[config.mk]
export PLATFORM = sky130hd
export DESIGN_NAME = positional_list_store
export DESIGN_NICKNAME = d
export VERILOG_FILES = /design/src/design/plst_pkg.sv /design/src/design/positional_list_store.sv /design/src/design/plst_front.sv /design/src/design/plst_back.sv
export SDC_FILE = /design/constraint.sdc
export NUM_CORES = 2
export LEC_CHECK = 0
export BUFFER_PORTS_ARGS = -buffer_cell sky130_fd_sc_hd__buf_4
export CAP_MARGIN = 25
export CORE_MARGIN = 4
export CORE_UTILIZATION = 25
export DETAILED_ROUTE_END_ITERATION = 7
export HOLD_SLACK_MARGIN = 0.1
export PLACE_DENSITY_LB_ADDON = 0.2
export SLEW_MARGIN = 5
export SYNTH_ARGS = -nofsm -noshare
export SYNTH_HDL_FRONTEND = slang
export SYNTH_SLANG_ARGS = --single-unit
[constraint.sdc]
create_clock -name clock -period 6.2 [get_ports clock]
set_input_delay 0.31 -clock clock [delete_from_list [all_inputs] [get_ports clock]]
set_output_delay 0.31 -clock clock [all_outputs]
set_load 0.05 [all_outputs]
[src/design/plst_pkg.sv]
`default_nettype none

package plst_pkg;

   typedef struct packed {
      logic [2:0]         func;
      logic [5:0]         position;
      logic signed [31:0] value;
   } req_type;

   typedef struct packed {
      logic [1:0]         status;
      logic signed [31:0] element;
      logic [5:0]         element_index;
      logic [5:0]         length;
      logic               last;
   } rsp_type;

   localparam logic [2:0] FN_INS_HEAD = 3'd0;
   localparam logic [2:0] FN_INS_TAIL = 3'd1;
   localparam logic [2:0] FN_INS_POS  = 3'd2;
   localparam logic [2:0] FN_DEL_HEAD = 3'd3;
   localparam logic [2:0] FN_DEL_TAIL = 3'd4;
   localparam logic [2:0] FN_DEL_POS  = 3'd5;
   localparam logic [2:0] FN_READ     = 3'd6;

   localparam logic [1:0] ST_OK    = 2'd0;
   localparam logic [1:0] ST_EMPTY = 2'd1;
   localparam logic [1:0] ST_RANGE = 2'd2;
   localparam logic [1:0] ST_FULL  = 2'd3;

   typedef enum logic [1:0] {
      OP_INS  = 2'd0,
      OP_DEL  = 2'd1,
      OP_READ = 2'd2,
      OP_NOP  = 2'd3
   } op_type;

   typedef enum logic [1:0] {
      AT_HEAD = 2'd0,
      AT_TAIL = 2'd1,
      AT_POS  = 2'd2
   } where_type;

   typedef struct packed {
      op_type             op;
      where_type          where;
      logic [5:0]         position;
      logic signed [31:0] value;
   } cmd_type;

   typedef enum logic [1:0] {
      BK_IDLE = 2'b01,
      BK_READ = 2'b10
   } back_state_type;

endpackage

`default_nettype wire

[src/design/positional_list_store.sv]
// channel   | ports                         | handshake
// ----------+-------------------------------+-------------------------------
// request   | start, busy, req_item         | taken when start && !busy
// response  | rsp_valid, rsp_item           | one-cycle strobe, never stalled
//
// edit and status-only items can follow back to back; each is written into the command
// queue, then taken by the back end, which registers its response.
// a non-empty read-out holds the back end while it takes the item and then gives one
// response per element; meanwhile the two-entry command queue can fill and raise busy.
// reset clears the element count, queue and sequencer; cell contents stay
// undefined until written.
`default_nettype none

module positional_list_store
   import plst_pkg::*;
#(
   parameter int DEPTH = 32
) (
   input  wire logic    clock,
   input  wire logic    reset,
   input  wire logic    start,
   output logic         busy,
   input  wire req_type req_item,
   output logic         rsp_valid,
   output rsp_type      rsp_item
);

   logic    cmd_valid;
   logic    cmd_pop;
   cmd_type cmd;

   plst_front u_front (
      .clock     (clock),
      .reset     (reset),
      .start     (start),
      .busy      (busy),
      .req_item  (req_item),
      .cmd_valid (cmd_valid),
      .cmd       (cmd),
      .cmd_pop   (cmd_pop)
   );

   plst_back #(
      .DEPTH (DEPTH)
   ) u_back (
      .clock     (clock),
      .reset     (reset),
      .cmd_valid (cmd_valid),
      .cmd       (cmd),
      .cmd_pop   (cmd_pop),
      .rsp_valid (rsp_valid),
      .rsp_item  (rsp_item)
   );

endmodule

`default_nettype wire

[src/design/plst_front.sv]
`default_nettype none

module plst_front
   import plst_pkg::*;
(
   input  wire logic    clock,
   input  wire logic    reset,
   input  wire logic    start,
   output logic         busy,
   input  wire req_type req_item,
   output logic         cmd_valid,
   output cmd_type      cmd,
   input  wire logic    cmd_pop
);

   cmd_type    dec;
   cmd_type    queue_ff [2];
   logic       wr_ptr_ff, wr_ptr_in;
   logic       rd_ptr_ff, rd_ptr_in;
   logic [1:0] cnt_ff, cnt_in;
   logic       push;

   // classify the item
   always_comb begin
      dec.position = req_item.position;
      dec.value    = req_item.value;
      dec.op       = OP_NOP;
      dec.where    = AT_HEAD;
      case (req_item.func)
         FN_INS_HEAD: begin
            dec.op    = OP_INS;
            dec.where = AT_HEAD;
         end
         FN_INS_TAIL: begin
            dec.op    = OP_INS;
            dec.where = AT_TAIL;
         end
         FN_INS_POS: begin
            dec.op    = OP_INS;
            dec.where = AT_POS;
         end
         FN_DEL_HEAD: begin
            dec.op    = OP_DEL;
            dec.where = AT_HEAD;
         end
         FN_DEL_TAIL: begin
            dec.op    = OP_DEL;
            dec.where = AT_TAIL;
         end
         FN_DEL_POS: begin
            dec.op    = OP_DEL;
            dec.where = AT_POS;
         end
         FN_READ: begin
            dec.op    = OP_READ;
         end
         default: begin
            dec.op    = OP_NOP;
         end
      endcase
   end

   assign busy      = (cnt_ff == 2'd2);
   assign push      = start && !busy;
   assign cmd_valid = (cnt_ff != 2'd0);
   assign cmd       = queue_ff[rd_ptr_ff];

   always_comb begin
      wr_ptr_in = push ? !wr_ptr_ff : wr_ptr_ff;
      rd_ptr_in = cmd_pop ? !rd_ptr_ff : rd_ptr_ff;
      cnt_in    = cnt_ff;
      if (push && !cmd_pop) begin
         cnt_in = cnt_ff + 2'd1;
      end else if (!push && cmd_pop) begin
         cnt_in = cnt_ff - 2'd1;
      end
   end

   always_ff @(posedge clock) begin
      if (reset) begin
         wr_ptr_ff <= 1'b0;
         rd_ptr_ff <= 1'b0;
         cnt_ff    <= 2'd0;
      end else begin
         wr_ptr_ff <= wr_ptr_in;
         rd_ptr_ff <= rd_ptr_in;
         cnt_ff    <= cnt_in;
      end
   end

   always_ff @(posedge clock) begin
      if (push) begin
         queue_ff[wr_ptr_ff] <= dec;
      end
   end

endmodule

`default_nettype wire

[src/design/plst_back.sv]
`default_nettype none

module plst_back
   import plst_pkg::*;
#(
   parameter int DEPTH = 32
) (
   input  wire logic    clock,
   input  wire logic    reset,
   input  wire logic    cmd_valid,
   input  wire cmd_type cmd,
   output logic         cmd_pop,
   output logic         rsp_valid,
   output rsp_type      rsp_item
);

   localparam int CW = $clog2(DEPTH + 1);
   localparam int IW = $clog2(DEPTH);
   localparam int XW = ((CW > 6) ? CW : 6) + 1;

   back_state_type     state_ff, state_in;
   logic [CW-1:0]      count_ff, count_in;
   logic [IW-1:0]      idx_ff, idx_in;
   logic signed [31:0] cells_ff [DEPTH];
   rsp_type            rsp_ff, rsp_in;
   logic               rsp_valid_ff, rsp_valid_in;

   logic               take;
   logic               full;
   logic [XW-1:0]      pos_x, cnt_x;
   logic [XW-1:0]      k_x;
   logic [IW-1:0]      k;
   logic [IW-1:0]      rd_addr;
   logic signed [31:0] rd_data;
   logic               do_ins, do_del;
   logic               read_last;

   assign take    = (state_ff == BK_IDLE) && cmd_valid;
   assign cmd_pop = take;
   assign full    = (count_ff == CW'(DEPTH));
   assign pos_x   = XW'(cmd.position);
   assign cnt_x   = XW'(count_ff);
   assign rd_addr = (state_ff == BK_READ) ? idx_ff : k;
   assign rd_data = cells_ff[rd_addr];
   assign read_last = ((XW'(idx_ff) + XW'(1)) == cnt_x);

   // 0-based target slot
   always_comb begin
      k_x = pos_x - XW'(1);
      case (cmd.where)
         AT_HEAD: k_x = '0;
         AT_TAIL: k_x = (cmd.op == OP_INS) ? cnt_x : cnt_x - XW'(1);
         default: k_x = pos_x - XW'(1);
      endcase
   end
   assign k = k_x[IW-1:0];

   always_comb begin
      state_in     = state_ff;
      count_in     = count_ff;
      idx_in       = idx_ff;
      rsp_in       = rsp_ff;
      rsp_valid_in = 1'b0;
      do_ins       = 1'b0;
      do_del       = 1'b0;
      case (state_ff)
         BK_IDLE: begin
            if (take) begin
               rsp_valid_in         = 1'b1;
               rsp_in.status        = ST_OK;
               rsp_in.element       = '0;
               rsp_in.element_index = '0;
               rsp_in.length        = 6'(count_ff);
               rsp_in.last          = 1'b1;
               case (cmd.op)
                  OP_INS: begin
                     if (full) begin
                        rsp_in.status = ST_FULL;
                     end else if (cmd.where == AT_POS &&
                                  (pos_x == '0 || pos_x > cnt_x + XW'(1))) begin
                        rsp_in.status = ST_RANGE;
                     end else begin
                        do_ins        = 1'b1;
                        count_in      = count_ff + CW'(1);
                        rsp_in.length = 6'(count_in);
                     end
                  end
                  OP_DEL: begin
                     if (count_ff == '0) begin
                        rsp_in.status = ST_EMPTY;
                     end else if (cmd.where == AT_POS &&
                                  (pos_x == '0 || pos_x > cnt_x)) begin
                        rsp_in.status = ST_RANGE;
                     end else begin
                        do_del         = 1'b1;
                        count_in       = count_ff - CW'(1);
                        rsp_in.element = rd_data;
                        rsp_in.length  = 6'(count_in);
                     end
                  end
                  OP_READ: begin
                     if (count_ff == '0) begin
                        rsp_in.status = ST_EMPTY;
                     end else begin
                        rsp_valid_in = 1'b0;
                        idx_in       = '0;
                        state_in     = BK_READ;
                     end
                  end
                  default: begin
                  end
               endcase
            end
         end
         BK_READ: begin
            rsp_valid_in         = 1'b1;
            rsp_in.status        = ST_OK;
            rsp_in.element       = rd_data;
            rsp_in.element_index = 6'(XW'(idx_ff) + XW'(1));
            rsp_in.length        = 6'(count_ff);
            rsp_in.last          = read_last;
            idx_in               = idx_ff + IW'(1);
            if (read_last) begin
               state_in = BK_IDLE;
            end
         end
         default: begin
            state_in = BK_IDLE;
         end
      endcase
   end

   // all cells shift at once
   for (genvar g = 0; g < DEPTH; g++) begin : g_cell
      logic signed [31:0] up_src, dn_src, cell_in;
      if (g == 0) begin : g_first
         assign up_src = cells_ff[0];
      end else begin : g_up
         assign up_src = cells_ff[g-1];
      end
      if (g == DEPTH - 1) begin : g_end
         assign dn_src = cells_ff[g];
      end else begin : g_dn
         assign dn_src = cells_ff[g+1];
      end
      always_comb begin
         cell_in = cells_ff[g];
         if (do_ins) begin
            if (IW'(g) == k) begin
               cell_in = cmd.value;
            end else if (IW'(g) > k && CW'(g) <= count_ff) begin
               cell_in = up_src;
            end
         end else if (do_del) begin
            if (IW'(g) >= k) begin
               cell_in = dn_src;
            end
         end
      end
      always_ff @(posedge clock) begin
         cells_ff[g] <= cell_in;
      end
   end

   always_ff @(posedge clock) begin
      if (reset) begin
         state_ff     <= BK_IDLE;
         count_ff     <= '0;
         idx_ff       <= '0;
         rsp_valid_ff <= 1'b0;
      end else begin
         state_ff     <= state_in;
         count_ff     <= count_in;
         idx_ff       <= idx_in;
         rsp_valid_ff <= rsp_valid_in;
      end
   end

   always_ff @(posedge clock) begin
      rsp_ff <= rsp_in;
   end

   assign rsp_valid = rsp_valid_ff;
   assign rsp_item  = rsp_ff;

endmodule

`default_nettype wire

==> reports/qor.txt <==
OUTCOME
----------------------------------------------------------------------------------------
Outcome ...................................................................    completed

MIN PATH
----------------------------------------------------------------------------------------
End of the worst hold path ................................................ u_front.queue_ff[0][22]$_DFFE_PP_
Worst hold path stage count ...............................................            2
Classification of the worst-slack hold path ............................... input port to flop
Hold Path Origin .......................................................... req_item[22]

SYNTH
----------------------------------------------------------------------------------------
Leading register cell type out of synthesis ............................... sky130_fd_sc_hd__edfxtp_1
Sequential element share of the synthesized area ..........................        50.3%
Post-synth ARST share .....................................................           0%
Synth Warn # ..............................................................            0
Register bit count reported by yosys ......................................        1,174
Synthesized area ..........................................................   0.0696 mm²
Synthesized instance count ................................................        7,164
Number of distinct standard cells referenced by the synthesized netlist ...           83
Mapped Nets ...............................................................        7,230
Post-synthesis average cell area ..........................................     9.72 µm²
Number of enable flip-flop cells after synthesis ..........................        1,155

CRITICAL PATH
----------------------------------------------------------------------------------------
Critical path type ........................................................ flop to flop
Maximum fanout count along the critical path ..............................           22
Capturing element type of the critical path ...............................         flop
Worst reg-to-reg path cell count ..........................................           14
Worst flop-to-flop path endpoint .......................................... u_back.rsp_item[44]$_DFFE_PP_
Internal reg-to-reg setup slack ...........................................      1.15 ns
Worst Path Arrival ........................................................      5.64 ns
CP Launch Type ............................................................         flop
Data required time at the worst endpoint ..................................      6.79 ns

PWR
----------------------------------------------------------------------------------------
Ratio of total power to cell area .........................................   534 mW/mm²
Static power due to leakage ...............................................      28.1 nW
Maximum VDD drop ..........................................................   0.000426 V

GLOBAL ROUTING
----------------------------------------------------------------------------------------
Number of antenna violations at the first check in global routing .........           16
Number of global-route vias before repair .................................        54.1k
Maximum number of pins on one net before global-route repair ..............          250
Wire length of the first global-routing pass ..............................   404,000 µm
Overflow left after global routing ........................................            0
Overall global routing resource usage .....................................        18.9%

CELLS AND AREA
----------------------------------------------------------------------------------------
Fraction of layout instances using a drive strength above 1 ...............        10.2%
Layout Area Growth over Synthesis .........................................        15.0%
Final-stage net count .....................................................        7,096
Filler Cell Count .........................................................        29.0k
Post-route cell area ......................................................   0.0801 mm²

DIE
----------------------------------------------------------------------------------------
Initial core utilization ..................................................        25.1%
Area enclosed by the die boundary .........................................    0.287 mm²
Floorplan Core Area .......................................................    0.277 mm²
Die height ................................................................       536 µm
Die X-Extent ..............................................................       536 µm
Total I/O pin count .......................................................           93
Number of placement rows ..................................................          193

DETAILED ROUTING
----------------------------------------------------------------------------------------
Final antenna-violating net count .........................................            0
Pre-antenna DRT Iters .....................................................            6
Final routed wirelength across all metal layers ...........................   283,000 µm
Vias/cell .................................................................         5.26
Number of violations reported at the end of detailed-routing iteration 0 ..        6,768
Remaining DRCs ............................................................            0
Average routed wire per standard cell .....................................      26.1 µm
Total number of vias ......................................................        57.0k

TIMING
----------------------------------------------------------------------------------------
Max-slew violation count ..................................................            0
Achievable Freq ...........................................................      198 MHz
Final Hold Fails ..........................................................            0
Minimum setup slack in the final design ...................................      1.15 ns
RSZ-0062 raised after global routing ......................................           no
Slew Limit Headroom .......................................................        23.8%
Final worst path period need ..............................................      5.05 ns
Worst slew pin tran .......................................................      1.14 ns
Clock tree skew after final layout ........................................    0.0808 ns
Count of endpoints failing setup in the final report ......................            0
Period Utilization, post-route ............................................        81.5%

RUN
----------------------------------------------------------------------------------------
Number of maximum-capacitance constraint violations .......................            0

CTS
----------------------------------------------------------------------------------------
Clock tree from TritonCTS .................................................         done
Clock-pin slew of the registers on the worst-case setup and hold paths ....      0.06 ns
Clock root buffer ......................................................... sky130_fd_sc_hd__clkbuf_16
CTS H-tree depth ..........................................................            4
Count of clock tree sinks .................................................        1,174
Clock latency reported for the late side of the worst-skew pair ...........      0.84 ns
Maximum number of buffers from clock root to sink .........................            4
Number of buffers inserted for hold repair after clock tree synthesis .....           44
Post-CTS setup buffer count ...............................................            0
Num CTS Buffers ...........................................................          152
Number of cells upsized or downsized after cts ............................            0

PLACEMENT
----------------------------------------------------------------------------------------
Global placement routability congestion ...................................        0.848
Port Buffers ..............................................................           92
Total half-perimeter wirelength after legalization and detailed placement .   182,000 µm
Placed standard-cell area .................................................   0.0751 mm²
Dpl ws ....................................................................      1.32 ns

[routing by layer]
metal,wire length [µm],vias to the layer above,GRT usage (%)
met5,31,-,0
met4,7280,4,5.19
met2,125000,2507,29.3
met1,126000,28134,26.6
li1,-,26003,-
met3,23800,364,3.90
[area by class of cell]
cell class              instances  area, µm²  share of cell area, %
diodes                          5       12.5                 0.0156
clock inverters                53        439                  0.548
multi-input cells            5278      32100                   40.0
well taps                    3705       4640                   5.79
flip-flops and latches       1174      35100                   43.8
clock buffers                 193       4050                   5.06
inverters                      28        105                  0.131
repair buffers                396       3710                   4.64
[critical path, cell delays in order (launching register included)]
cell                        delay (ns)
sky130_fd_sc_hd__dfxtp_4          0.51
sky130_fd_sc_hd__mux2i_1          0.34
sky130_fd_sc_hd__inv_1            0.17
sky130_fd_sc_hd__ha_1             0.32
sky130_fd_sc_hd__a21o_1           0.16
sky130_fd_sc_hd__a21o_1           0.17
sky130_fd_sc_hd__a221oi_1         0.31
sky130_fd_sc_hd__o22ai_1          0.31
sky130_fd_sc_hd__buf_4            0.26
sky130_fd_sc_hd__o41ai_2          0.36
sky130_fd_sc_hd__buf_4            0.26
sky130_fd_sc_hd__and2_2           0.58
sky130_fd_sc_hd__buf_4            0.39
sky130_fd_sc_hd__o21ai_0          0.38
sky130_fd_sc_hd__o2111ai_1        0.34
[logic make-up after synthesis]
group	after synthesis	share of synthesized area [%]
AOI/OAI and AO/OA	1672	13.8
muxes	951	14.3
adders and majority gates	22	0.395
DFF	1174	50.3
and+or+nand+nor	2609	16.3
buffers and inverters	712	4.55
xor gates and xnor gates	24	0.302
[through the flow]
stage               cells  total power [mW]  setup TNS [ns]  hold slack, ns  utilization, %
floorplan            7164              25.4         -109.97           0.409               -
global placement    10528              33.9               0           0.475            27.1
detailed placement  10535              34.1               0           0.495            27.1
CTS                 10825              42.7               0           0.166            28.9
global route        10828              44.9               0           0.208            28.9
finish              10832              42.7               0           0.225            28.9
[layout by cell type (no fill, tap or decap), types with 37 or more instances in the layout]
cell type | netlist | layout
sky130_fd_sc_hd__buf_12 | 0 | 47
sky130_fd_sc_hd__nor3_1 | 52 | 43
sky130_fd_sc_hd__nand3_1 | 555 | 552
sky130_fd_sc_hd__mux2i_1 | 881 | 871
sky130_fd_sc_hd__mux2_2 | 37 | 37
sky130_fd_sc_hd__nor2_1 | 69 | 58
sky130_fd_sc_hd__buf_4 | 80 | 296
sky130_fd_sc_hd__o21ai_1 | 205 | 205
sky130_fd_sc_hd__nand2_1 | 1739 | 1735
sky130_fd_sc_hd__and3_1 | 71 | 67
sky130_fd_sc_hd__clkbuf_16 | 0 | 155
sky130_fd_sc_hd__a21oi_1 | 214 | 203
sky130_fd_sc_hd__dlygate4sd3_1 | 0 | 44
sky130_fd_sc_hd__o21ai_0 | 914 | 912
sky130_fd_sc_hd__a221oi_1 | 64 | 64
sky130_fd_sc_hd__edfxtp_1 | 1155 | 1155
[power breakdown]
part | switching, mW | leakage (nW) | internal [mW] | total [mW]
clock network | 3.61 | 2.18 | 4.87 | 8.48
logic | 14.6 | 15.2 | 6.14 | 20.7
registers | 1.63 | 10.7 | 11.9 | 13.5
total | 19.8 | 28.1 | 22.9 | 42.7
[state kept, by name (all words and copies together), names as in the netlist, named ones only]
signal / flops
u_front.cnt_ff: 2
u_back.state_ff: 2
u_front.queue_ff: 84
u_front.wr_ptr_ff: 1
u_back.cells_ff: 1024
u_back.rsp_item: 47
u_back.rsp_valid: 1
u_back.idx_ff: 5
u_back.count_ff: 6
u_front.rd_ptr_ff: 1
[worst max path at each step]
stage,startpoint,endpoint
global placement,u_back.count_ff[0]$_SDFFE_PP0P_,u_back.cells_ff[17][8]$_DFFE_PP_
floorplan,flop,u_back.cells_ff[27][0]$_DFFE_PP_
CTS,flop,u_back.rsp_item[16]$_DFFE_PP_
detailed placement,flop,u_back.rsp_item[16]$_DFFE_PP_
finish,flop,u_back.rsp_item[44]$_DFFE_PP_
global route,flop,u_back.rsp_item[44]$_DFFE_PP_
[synth_stat cells (8+ instances only)]
| master | n | area, µm² |
|---|---|---|
| sky130_fd_sc_hd__nand2_1 | 1739 | 6530 |
| sky130_fd_sc_hd__edfxtp_1 | 1155 | 34700 |
| sky130_fd_sc_hd__o21ai_0 | 914 | 4570 |
| sky130_fd_sc_hd__mux2i_1 | 881 | 8820 |
| sky130_fd_sc_hd__nand3_1 | 555 | 2780 |
| sky130_fd_sc_hd__clkbuf_1 | 431 | 1620 |
| sky130_fd_sc_hd__a21oi_1 | 214 | 1070 |
| sky130_fd_sc_hd__o21ai_1 | 205 | 1030 |
| sky130_fd_sc_hd__buf_2 | 117 | 586 |
| sky130_fd_sc_hd__buf_4 | 80 | 601 |
| sky130_fd_sc_hd__and3_1 | 71 | 444 |
| sky130_fd_sc_hd__nor2_1 | 69 | 259 |
| sky130_fd_sc_hd__a221oi_1 | 64 | 561 |
| sky130_fd_sc_hd__nor3_1 | 52 | 260 |
| sky130_fd_sc_hd__buf_1 | 49 | 184 |
| sky130_fd_sc_hd__a211oi_1 | 37 | 278 |
| sky130_fd_sc_hd__mux2_2 | 37 | 417 |
| sky130_fd_sc_hd__mux4_2 | 33 | 743 |
| sky130_fd_sc_hd__o311ai_1 | 33 | 289 |
| sky130_fd_sc_hd__or4_1 | 32 | 240 |
| sky130_fd_sc_hd__a32o_1 | 31 | 310 |
| sky130_fd_sc_hd__o221ai_1 | 31 | 272 |
| sky130_fd_sc_hd__o311a_1 | 31 | 310 |
| sky130_fd_sc_hd__o311ai_0 | 31 | 272 |
| sky130_fd_sc_hd__inv_1 | 27 | 101 |
| sky130_fd_sc_hd__ha_1 | 22 | 275 |
| sky130_fd_sc_hd__dfxtp_1 | 19 | 380 |
| sky130_fd_sc_hd__xnor2_1 | 16 | 140 |
| sky130_fd_sc_hd__nor3_4 | 14 | 228 |
| sky130_fd_sc_hd__o22ai_1 | 10 | 62.6 |
| sky130_fd_sc_hd__a311oi_1 | 9 | 78.8 |
| sky130_fd_sc_hd__a31oi_1 | 8 | 50.1 |
| sky130_fd_sc_hd__or3_1 | 8 | 50.1 |
| sky130_fd_sc_hd__xor2_1 | 8 | 70.1 |
Power figures use the tool's default switching activity.
